### config.mk
export PLATFORM = sky130hd
export DESIGN_NAME = dtc_ctrl
export DESIGN_NICKNAME = d
export VERILOG_FILES = /design/src/assert_macros.svh /design/src/dtc_pkg.sv /design/src/dtc_ctrl.sv
export SDC_FILE = /design/constraint.sdc
export NUM_CORES = 1
export LEC_CHECK = 0
export ABC_AREA = 0
export ABC_CLOCK_PERIOD_IN_PS = 1200
export BUFFER_PORTS_ARGS = -buffer_cell sky130_fd_sc_hd__buf_2
export CELL_PAD_IN_SITES_DETAIL_PLACEMENT = 1
export CELL_PAD_IN_SITES_GLOBAL_PLACEMENT = 1
export CORE_AREA = 2 2 39 41
export CTS_CLUSTER_DIAMETER = 100
export DETAILED_ROUTE_END_ITERATION = 8
export DIE_AREA = 0 0 41 43
export PLACE_DENSITY_LB_ADDON = 0.1
export SLEW_MARGIN = 20
export SYNTH_ARGS = -nofsm -noshare
export SYNTH_HDL_FRONTEND = slang
export SYNTH_SLANG_ARGS = --single-unit
### constraint.sdc
create_clock -name clk -period 1.2 [get_ports clk]
set_input_delay 0.3 -clock clk [delete_from_list [all_inputs] [get_ports clk]]
set_output_delay 0.3 -clock clk [all_outputs]
set_load 0.1 [all_outputs]
### src/assert_macros.svh
// assertion helpers for the rtl
`ifndef ASSERT_MACROS_SVH
`define ASSERT_MACROS_SVH

`ifndef SYNTHESIS

// antecedent holds, consequent holds in the same cycle
`define ASSERT_SAME(label, clk, rst, ante, cons) \
  label: assert property (@(posedge clk) disable iff (rst) (ante) |-> (cons)) \
    else $error("assertion failed");

// antecedent holds, consequent holds in the next cycle
`define ASSERT_NEXT(label, clk, rst, ante, cons) \
  label: assert property (@(posedge clk) disable iff (rst) (ante) |=> (cons)) \
    else $error("assertion failed");

`else

`define ASSERT_SAME(label, clk, rst, ante, cons)
`define ASSERT_NEXT(label, clk, rst, ante, cons)

`endif

`endif

### src/dtc_pkg.sv
package dtc_pkg;

  localparam int SLOT_COUNT = 4096;
  localparam int IDX_W      = (SLOT_COUNT > 1) ? $clog2(SLOT_COUNT) : 1;

  localparam int ADDR_W   = 32;
  localparam int HANDLE_W = 48;
  localparam int WORD_W   = 32;
  localparam int FUNC_W   = 2;

  localparam int SHIFT_LO  = 2;
  localparam int SHIFT_MID = 12;
  localparam int SHIFT_HI  = 20;

  localparam logic [FUNC_W-1:0] FUNC_LOOKUP    = 2'd0;
  localparam logic [FUNC_W-1:0] FUNC_PUBLISH   = 2'd1;
  localparam logic [FUNC_W-1:0] FUNC_CLEAR_ONE = 2'd2;
  localparam logic [FUNC_W-1:0] FUNC_CLEAR_ALL = 2'd3;

  typedef struct packed {
    logic                valid;
    logic [ADDR_W-1:0]   address;
    logic [HANDLE_W-1:0] handle;
    logic [WORD_W-1:0]   page_frame;
    logic [WORD_W-1:0]   generation;
    logic                call_safe;
  } entry_t;

  // controller to datapath
  typedef struct packed {
    logic load;
    logic eval;
    logic sweep;
  } cmd_t;

  // datapath to controller
  typedef struct packed {
    logic sweep_last;
    logic clear_all;
  } sts_t;

  function automatic logic [IDX_W-1:0] slot_of(input logic [ADDR_W-1:0] a);
    logic [ADDR_W-1:0] mix;
    logic [ADDR_W-1:0] mask;
    mix  = (a >> SHIFT_LO) ^ (a >> SHIFT_MID) ^ (a >> SHIFT_HI);
    mask = ADDR_W'(SLOT_COUNT - 1);
    mix  = mix & mask;
    return mix[IDX_W-1:0];
  endfunction

endpackage

### src/dtc_ctrl.sv
module dtc_ctrl (
  input  logic          clk,
  input  logic          rst,
  input  logic          in_valid,
  output logic          in_ready,
  output logic          out_valid,
  input  logic          out_ready,
  output dtc_pkg::cmd_t cmd,
  input  dtc_pkg::sts_t sts
);
  import dtc_pkg::*;

  localparam logic [1:0] S_CLEAR = 2'd0;
  localparam logic [1:0] S_IDLE  = 2'd1;
  localparam logic [1:0] S_EVAL  = 2'd2;

  logic [1:0] state;
  logic [1:0] state_next;

  assign in_ready  = (state == S_IDLE);
  assign cmd.load  = in_valid && in_ready;
  // result register must be free or draining this cycle
  assign cmd.eval  = (state == S_EVAL) && (!out_valid || out_ready);
  assign cmd.sweep = (state == S_CLEAR);

  always_comb begin
    state_next = state;
    unique case (state)
      S_CLEAR: begin
        if (sts.sweep_last) state_next = S_IDLE;
      end
      S_IDLE: begin
        if (cmd.load) state_next = S_EVAL;
      end
      S_EVAL: begin
        if (cmd.eval) state_next = sts.clear_all ? S_CLEAR : S_IDLE;
      end
      default: state_next = S_CLEAR;
    endcase
  end

  always_ff @(posedge clk) begin
    if (rst) begin
      state     <= S_CLEAR;
      out_valid <= 1'b0;
    end else begin
      state <= state_next;
      if (cmd.eval) out_valid <= 1'b1;
      else if (out_ready) out_valid <= 1'b0;
    end
  end

endmodule

==> run metrics, run 1 <==
IO buf count=10; largest incremental delay on the critical path=360 ps; CP required=900 ps; family with the most delay on the worst path=flip-flops; detailed router's first-iteration violation count=1; cell type of the slowest stage on the worst timing path=sky130_fd_sc_hd__dfxtp_4; count of buffer and inverter cells on the critical path=1; antenna violations before repair=0; setup violation total in the final timing report=4; count of fill cells added during filler insertion=156; Inserted Diodes=0; type of element capturing the critical path=output port; Antenna Nets Post-Route=0; status=finished, violations left; global router's overall resource usage=0.0601; Site Rows=14; type of origin of the critical path=register; final clock period utilization by the worst path=1.13; routed via count=175; multi-input gate area in the final layout=116 µm²; largest driver fanout on the critical path=4; initial core utilization=0.110; clock tree from TritonCTS=built; Gate Count Post-Synth=17; share of post-route cells with drive strength above 1=0.719; classification of the worst-slack hold path=input port to register; global route total overflow=0; number of global-route vias before repair=170; sequential cell area in the final layout=68.8 µm²; count of nets after finishing=39; cts bufs inserted=3; Final Routed Wirelength=456 µm; via/cell ratio=3.65; final core utilization=0.266; number of top-level design ports=11; violated checks=negative setup slack; maximum clock frequency=740 MHz; cell at the root of the clock tree=sky130_fd_sc_hd__clkbuf_4; worst setup skew after layout=3.38 ps; wire length per cell=9.50 µm; estimated wirelength of the detail-placed design=377 µm; Total Negative Setup Slacks=-413 ps; cells along the critical path=nor2b_4 > and2_4 > buf_12; number of sinks driven by the clock tree=3; die outline height=43 µm; floorplan core area=1380 µm²; post-synthesis instance area=153 µm²; drt first pass iters=2; clock input transition at the sequential cells of the worst setup and hold paths=40 ps; Worst Max-Slew Pin Slew=193 ps; synth-to-layout area growth=141%; number of distinct library cells after synthesis=12; Static Leak=0.000150 µW; post-route DRC violation count=0; Mapped Nets=23; Final Wtd Congestion=0.692; Worst Setup Slack post-DPL=5.81 ps; arrival time worst endpoint=1050 ps; unrepaired setup endpoints after global routing=yes; source-to-sink clock delay at the later pin of the worst-skew pair=230 ps; largest net degree at the start of global routing=5; max capacitance violation total=0; Setup Crit Path Kind=register to output port; H-tree levels=1; worst-case clock buffer depth=2; wire length of the first global-routing pass=662 µm; die footprint=1760 µm²; overall die width=41 µm; areal power density over the cells=1230 nW/µm²; flip-flop and latch count after synthesis=3; final hold vios=0; worst hold slack after final layout=266 ps; clock period minus final worst setup slack=1350 ps; tightest slew margin relative to the limit=0.870; proportion of synthesized chip area in sequential cells=0.393; Max rail drop VDD=0.663 mV; Final Max Slew Viols=0; post-layout worst setup margin=-151 ps; count of yosys warnings during synthesis=0; Avg Synthesized Cell Area=8.98 µm²
-- sequential cells by signal, summed over array words and instances (netlist names) --
register	cells
state	2
out_valid	1
-- metrics by stage --
stage               total power (µW)  area [µm²]  std cells
floorplan                        214         185         17
global placement                 280         338         44
detailed placement               281         338         44
CTS                              465         368         48
global route                     480         368         48
finish                           453         368         48
-- final timing paths --
| check | slack [ps] | endpoint | cells after the start | start |
|---|---|---|---|---|
| worst max-delay path | -150 | cmd[2] | 3 | state[0] |
| worst min-delay path | 270 | out_valid | 2 | rst |
| worst max register to register | 80 | state[0] | 3 | out_valid |
| worst min register to register | 550 | state[0] | 1 | state[1] |
-- worst register-to-register path: cells and delay by family (launching register included) --
family / cells / cell delay [ps]
AO/OA/AOI/OAI: 1 / 80
flip-flops: 1 / 350
AND/OR/NAND/NOR: 2 / 590
-- cell usage in the layout, fill, tap and decap left out --
cell type                   instances
sky130_fd_sc_hd__dfxtp_2            1
sky130_fd_sc_hd__buf_2              5
sky130_fd_sc_hd__nand2b_4           1
sky130_fd_sc_hd__nor2_2             1
sky130_fd_sc_hd__a2bb2oi_1          1
sky130_fd_sc_hd__dfxtp_4            2
sky130_fd_sc_hd__nor2_4             1
sky130_fd_sc_hd__clkbuf_1           1
sky130_fd_sc_hd__a21oi_1            1
sky130_fd_sc_hd__inv_1              1
sky130_fd_sc_hd__and2_4             1
sky130_fd_sc_hd__or4_1              1
sky130_fd_sc_hd__o31ai_1            1
sky130_fd_sc_hd__nor2b_4            2
sky130_fd_sc_hd__clkbuf_4           3
sky130_fd_sc_hd__nor2_1             1
sky130_fd_sc_hd__mux2i_1            1
sky130_fd_sc_hd__nand2b_1           1
sky130_fd_sc_hd__buf_4              1
sky130_fd_sc_hd__buf_12             5
-- layout make-up --
| cell class | count | share of cell area |
|---|---|---|
| Multi-Input combinational cell | 13 | 0.316 |
| Inverter | 1 | 0.0102 |
| Sequential cell | 3 | 0.187 |
| Tap cell | 16 | 0.0544 |
| Timing Repair Buffer | 11 | 0.361 |
| Clock buffer | 4 | 0.0714 |
-- synthesized netlist by cell type --
| master | count | area, µm² |
|---|---|---|
| sky130_fd_sc_hd__and2_1 | 1 | 6.26 |
| sky130_fd_sc_hd__inv_1 | 1 | 3.75 |
| sky130_fd_sc_hd__a21oi_1 | 1 | 5.00 |
| sky130_fd_sc_hd__or4_1 | 1 | 7.51 |
| sky130_fd_sc_hd__a2bb2oi_1 | 1 | 8.76 |
| sky130_fd_sc_hd__mux2i_1 | 1 | 10.0 |
| sky130_fd_sc_hd__dfxtp_1 | 3 | 60.1 |
| sky130_fd_sc_hd__nor2_1 | 3 | 11.3 |
| sky130_fd_sc_hd__nor2b_1 | 2 | 12.5 |
| sky130_fd_sc_hd__nand2b_1 | 1 | 6.26 |
| sky130_fd_sc_hd__o31ai_1 | 1 | 7.51 |
| sky130_fd_sc_hd__nand2b_4 | 1 | 13.8 |
-- repair_timing --
action / 4_1_cts / 5_1_grt
setup endpoints to repair: 4 / 4
buffers inserted: 0 / 0
gates resized for setup: 2 / 0
pin swaps: 1 / 0
hold buffers: 0 / 0
-- layer usage --
metal	part of all wire	GRT usage	up-vias
li1	-	-	90
met1	0.43	0.0767	74
met2	0.41	0.0719	11
met3	0.16	0.0681	0
met4	0	0	0
met5	0	0	-
-- report_power, final --
group	switching, µW	total [µW]	leakage [µW]	internal (µW)
clock network	50.9	175	0.0000150	124
registers	7.84	112	0.0000264	104
logic	99.3	165	0.000109	66.1
-- logic make-up (layout without fill, tap and decap cells) --
group,count (synthesis),in the layout,synth area share
muxes,1,1,0.0656
buffers and inverters,1,16,0.0246
DFF,3,3,0.393
and+or+nand+nor,9,9,0.377
AOI/OAI and AO/OA,3,3,0.139
(Power assumes the default switching activity.)
==> run 2: changes to the inputs <==
ABC_CLOCK_PERIOD_IN_PS = 1400   (was 1200)
clock period = 1.4 ns   (was 1.2 ns; I/O delays follow)
==> run 2 against run 1 <==
The run still ends with negative setup slack left. Utilization grew 0.54 points. Register-to-register slack gained 110 ps. Count of clock-buffer cells in the layout is the same. Routed wire length shrank 11%. Global-route usage shrank 0.70 points. Highest routed layer unchanged. Clock skew shrank 2.0 ps. Die area is the same.
==> run metrics, run 2 (same netlist as run 1, synthesis figures left out) <==
cts bufs inserted=3; leading cell types in the layout, fill and taps excluded=sky130_fd_sc_hd__buf_2, sky130_fd_sc_hd__buf_12, sky130_fd_sc_hd__clkbuf_4; Inserted Diodes=0; setup violation total in the final timing report=1; count of buffer and inverter cells on the critical path=1; worst setup skew after layout=1.40 ps; floorplan core area=1380 µm²; Site Rows=14; number of global-route vias before repair=154; die footprint=1760 µm²; Max rail drop VDD=0.597 mV; Static Leak=0.000155 µW; post-route DRC violation count=0; via/cell ratio=3.65; largest net degree at the start of global routing=5; cell at the root of the clock tree=sky130_fd_sc_hd__clkbuf_4; final clock period utilization by the worst path=1.01; count of nets after finishing=40; largest driver fanout on the critical path=4; violated checks=negative setup slack; Worst Max-Slew Pin Slew=163 ps; amount of wire on met2 after detailed routing=170 µm; worst hold slack after final layout=314 ps; Antenna Nets Post-Route=0; routed via count=179; Min-Delay Path Depth=2; Final Wtd Congestion=0.649; source-to-sink clock delay at the later pin of the worst-skew pair=230 ps; largest incremental delay on the critical path=360 ps; Stages on worst setup path=3; drt first pass iters=1; type of origin of the critical path=register; global route total overflow=0; routed metal-1 wirelength=160 µm; clock input transition at the sequential cells of the worst setup and hold paths=30 ps; classification of the worst-slack hold path=input port to register; die outline height=43 µm; detailed router's first-iteration violation count=0; number of top-level design ports=11; number of sinks driven by the clock tree=3; register with the most flip-flops=state; CP required=1050 ps; worst-case clock buffer depth=2; share of post-route cells with drive strength above 1=0.727; max capacitance violation total=0; initial core utilization=0.110; H-tree levels=1; finished layout cell area=375 µm²; clock tree from TritonCTS=built; global router's overall resource usage=0.0531; Final Routed Wirelength=408 µm; overall die width=41 µm; maximum clock frequency=708 MHz; estimated wirelength of the detail-placed design=360 µm; registers with the most flip-flops=state x2, out_valid x1; type of element capturing the critical path=output port; wire length per cell=8.33 µm; final core utilization=0.271; clock period minus final worst setup slack=1410 ps; wire length of the first global-routing pass=586 µm; IO buf count=10; Total Negative Setup Slacks=-12.8 ps; Worst Setup Slack post-DPL=164 ps; post-place instance area=330 µm²; max reg flops=2; unrepaired setup endpoints after global routing=yes; Setup Crit Path Kind=register to output port; top layer reached by signal wires=met3; synth-to-layout area growth=146%; arrival time worst endpoint=1060 ps; areal power density over the cells=1020 nW/µm²; family with the most delay on the worst path=flip-flops; hold buffers post-CTS=0; cells along the critical path=nor2b_4 > and2_4 > buf_12; final hold vios=0; status=finished, violations left; antenna violations before repair=0; met3 layer wire length in the routed design=76 µm; cell type of the slowest stage on the worst timing path=sky130_fd_sc_hd__dfxtp_4; Final Max Slew Viols=0; tightest slew margin relative to the limit=0.891; R2R depth=4; post-layout worst setup margin=-12.8 ps
-- run 2: worst paths after layout --
kind               end  slack, ps      from
min reg2reg   state[0]        520  state[1]
max             cmd[2]        -10  state[0]
min          out_valid        310       rst
max reg2reg   state[0]        190  state[0]
-- run 2: through the flow --
stage	cells	total power, µW
floorplan	17	183
global placement	43	236
detailed placement	43	237
CTS	48	392
global route	49	413
finish	49	385
-- run 2: layer usage --
layer  vias up  GRT usage
met5         -          0
met4         0          0
met3         0     0.0681
met2        11     0.0625
met1        78     0.0639
li1         90          -
-- run 2: area by class of cell --
| cell class | count | area (µm²) |
|---|---|---|
| flip-flops and latches | 3 | 68.8 |
| repair buffers | 12 | 140 |
| fillers | 162 | 1010 |
| clock buffers | 4 | 26.3 |
| multi-input cells | 13 | 116 |
| well taps | 16 | 20.0 |
| inverters | 1 | 3.75 |
-- run 2: repair_timing --
| item | CTS | global route |
|---|---|---|
| gates resized for setup | 2 | 0 |
| pin swaps | 0 | 1 |
| setup endpoints to repair | 2 | 3 |
| setup buffers | 1 | 1 |
| endpoints found under the hold margin | 0 | 0 |
-- run 2: worst register-to-register path, stage by stage, from the launching register on --
cell and delay, ps:
sky130_fd_sc_hd__dfxtp_4 350, sky130_fd_sc_hd__nand2b_4 150, sky130_fd_sc_hd__buf_4 140, sky130_fd_sc_hd__or4_1 400, sky130_fd_sc_hd__o31ai_1 70
-- run 2: where the power goes --
part | leakage, µW | switching (µW) | internal (µW) | total [µW]
Clock | 0.0000150 | 40.0 | 106 | 146
Sequential | 0.0000264 | 6.41 | 89.1 | 95.5
Combinational | 0.000113 | 84.9 | 57.7 | 143
Total | 0.000155 | 131 | 253 | 385
==> run 3: changes to the inputs <==
CTS_BUF_LIST = sky130_fd_sc_hd__clkbuf_2 sky130_fd_sc_hd__clkbuf_4 sky130_fd_sc_hd__clkbuf_8   (was default)
==> run 3 against run 2 <==
The flow still finishes with violations (negative setup slack). Clock power up 14%. Non-clock buffer count unchanged. Routed wire length grew 1.5%. Flip-flop and latch count is the same. Die area did not move. Critical path depth unchanged. Cell count did not move. Global-route usage stayed put. Power is 5.1% higher. Count of clock-buffer cells in the layout stayed put. Combinational power is essentially flat.
==> run metrics, run 3 (same netlist as run 1, synthesis figures left out) <==
register-to-register path setup slack=190 ps; type of element capturing the critical path=output port; routed via count=179; Setup Crit Path Kind=register to output port; max reg flops=2; Max rail drop VDD=0.648 mV; detailed router's first-iteration violation count=0; die footprint=1760 µm²; clock power share=0.411; estimated wirelength of the detail-placed design=360 µm; post-layout worst setup margin=-14.2 ps; Antenna Nets Post-Route=0; unrepaired setup endpoints after global routing=yes; Final Max Slew Viols=0; floorplan core area=1380 µm²; share of power burned in registers=0.237; wire length per cell=8.45 µm; source-to-sink clock delay at the later pin of the worst-skew pair=230 ps; setup violation total in the final timing report=1; classification of the worst-slack hold path=input port to register; type of origin of the critical path=register; final hold vios=0; Site Rows=14; final core utilization=0.274; wire length of the first global-routing pass=586 µm; IO buf count=10; number of sinks driven by the clock tree=3; status=finished, violations left; arrival time worst endpoint=1060 ps; number of global-route vias before repair=154; tightest slew margin relative to the limit=0.884; clock tree from TritonCTS=built; R2R depth=4; clock period minus final worst setup slack=1410 ps; register with the most flip-flops=state; overall die width=41 µm; Final Wtd Congestion=0.649; worst-case clock buffer depth=2; Inserted Diodes=0; post-route DRC violation count=0; synth-to-layout area growth=148%; final clock period utilization by the worst path=1.01; Worst Max-Slew Pin Slew=173 ps; CP required=1050 ps; registers with the most flip-flops=state x2, out_valid x1; violated checks=negative setup slack; drt first pass iters=1; global router's overall resource usage=0.0531; number of top-level design ports=11; Final Routed Wirelength=414 µm; share of post-route cells with drive strength above 1=0.758; areal power density over the cells=1070 nW/µm²; Worst Setup Slack post-DPL=164 ps; H-tree levels=1; leading cell types in the layout, fill and taps excluded=sky130_fd_sc_hd__buf_2, sky130_fd_sc_hd__buf_12, sky130_fd_sc_hd__clkbuf_4; cell at the root of the clock tree=sky130_fd_sc_hd__clkbuf_4; cts bufs inserted=3; global route total overflow=0; Min-Delay Path Depth=2; switching share of power=0.326; Int Power=273 µW; largest net degree at the start of global routing=5; antenna violations before repair=0; die outline height=43 µm; clock input transition at the sequential cells of the worst setup and hold paths=30 ps; initial core utilization=0.110; via/cell ratio=3.65; count of nets after finishing=40; switching power=132 µW; Static Leak=0.000158 µW; maximum clock frequency=707 MHz; Gate power share=0.353; largest driver fanout on the critical path=4; max capacitance violation total=0; worst setup skew after layout=1.54 ps
==> run 3: power by group through the flow <==
stage | sequential (µW) | clock, µW | combinational (µW)
CTS | 95.9 | 172 | 143
finish | 95.6 | 166 | 143
global placement | 97.1 | 0 | 139
detailed placement | 97.3 | 0 | 140
floorplan | 101 | 0 | 82.2
global route | 96.1 | 188 | 149
==> run 3: what timing repair did <==
action	in CTS	in global routing
setup buffers	1	1
resized for setup	2	0
endpoints found under the hold margin	0	0
pin swaps	0	1
hold buffers	0	0
endpoints found under the setup margin	2	3
==> run 3: stage by stage <==
| step | instance area (µm²) | TNS (ps) | power, µW | hold slack (ps) | std cells |
|---|---|---|---|---|---|
| after floorplan | 185 | -439 | 183 | 409 | 17 |
| after global placement | 330 | 0 | 236 | 560 | 43 |
| after detailed placement | 330 | 0 | 237 | 536 | 43 |
| after CTS | 372 | -33.8 | 411 | 313 | 48 |
| after global routing | 379 | -91.1 | 433 | 323 | 49 |
| final | 379 | -14.2 | 404 | 314 | 49 |
==> run 3: final timing paths <==
check | startpoint | endpoint
min reg2reg | state[1] | state[0]
max | state[0] | cmd[2]
min | rst | out_valid
max reg2reg | state[0] | state[0]
==> run 3: cell type report <==
cell class	instances	area, µm²
clock buffer	4	30.0
fill	159	1000
inverter	1	3.75
multi-input combinational	13	116
sequential	3	68.8
tap	16	20.0
timing repair buffer	12	140
==> run 3: routing by layer <==
layer,share of wire,GRT usage,vias to the layer above
li1,-,-,90
met1,0.39,0.0639,78
met3,0.18,0.0681,0
met2,0.43,0.0625,11
met5,0,0,-
met4,0,0,0
==> run 3: critical path: stages, from the launching register on <==
cell	delay, ps
sky130_fd_sc_hd__dfxtp_4	360
sky130_fd_sc_hd__nor2b_4	160
sky130_fd_sc_hd__and2_4	160
sky130_fd_sc_hd__buf_12	160
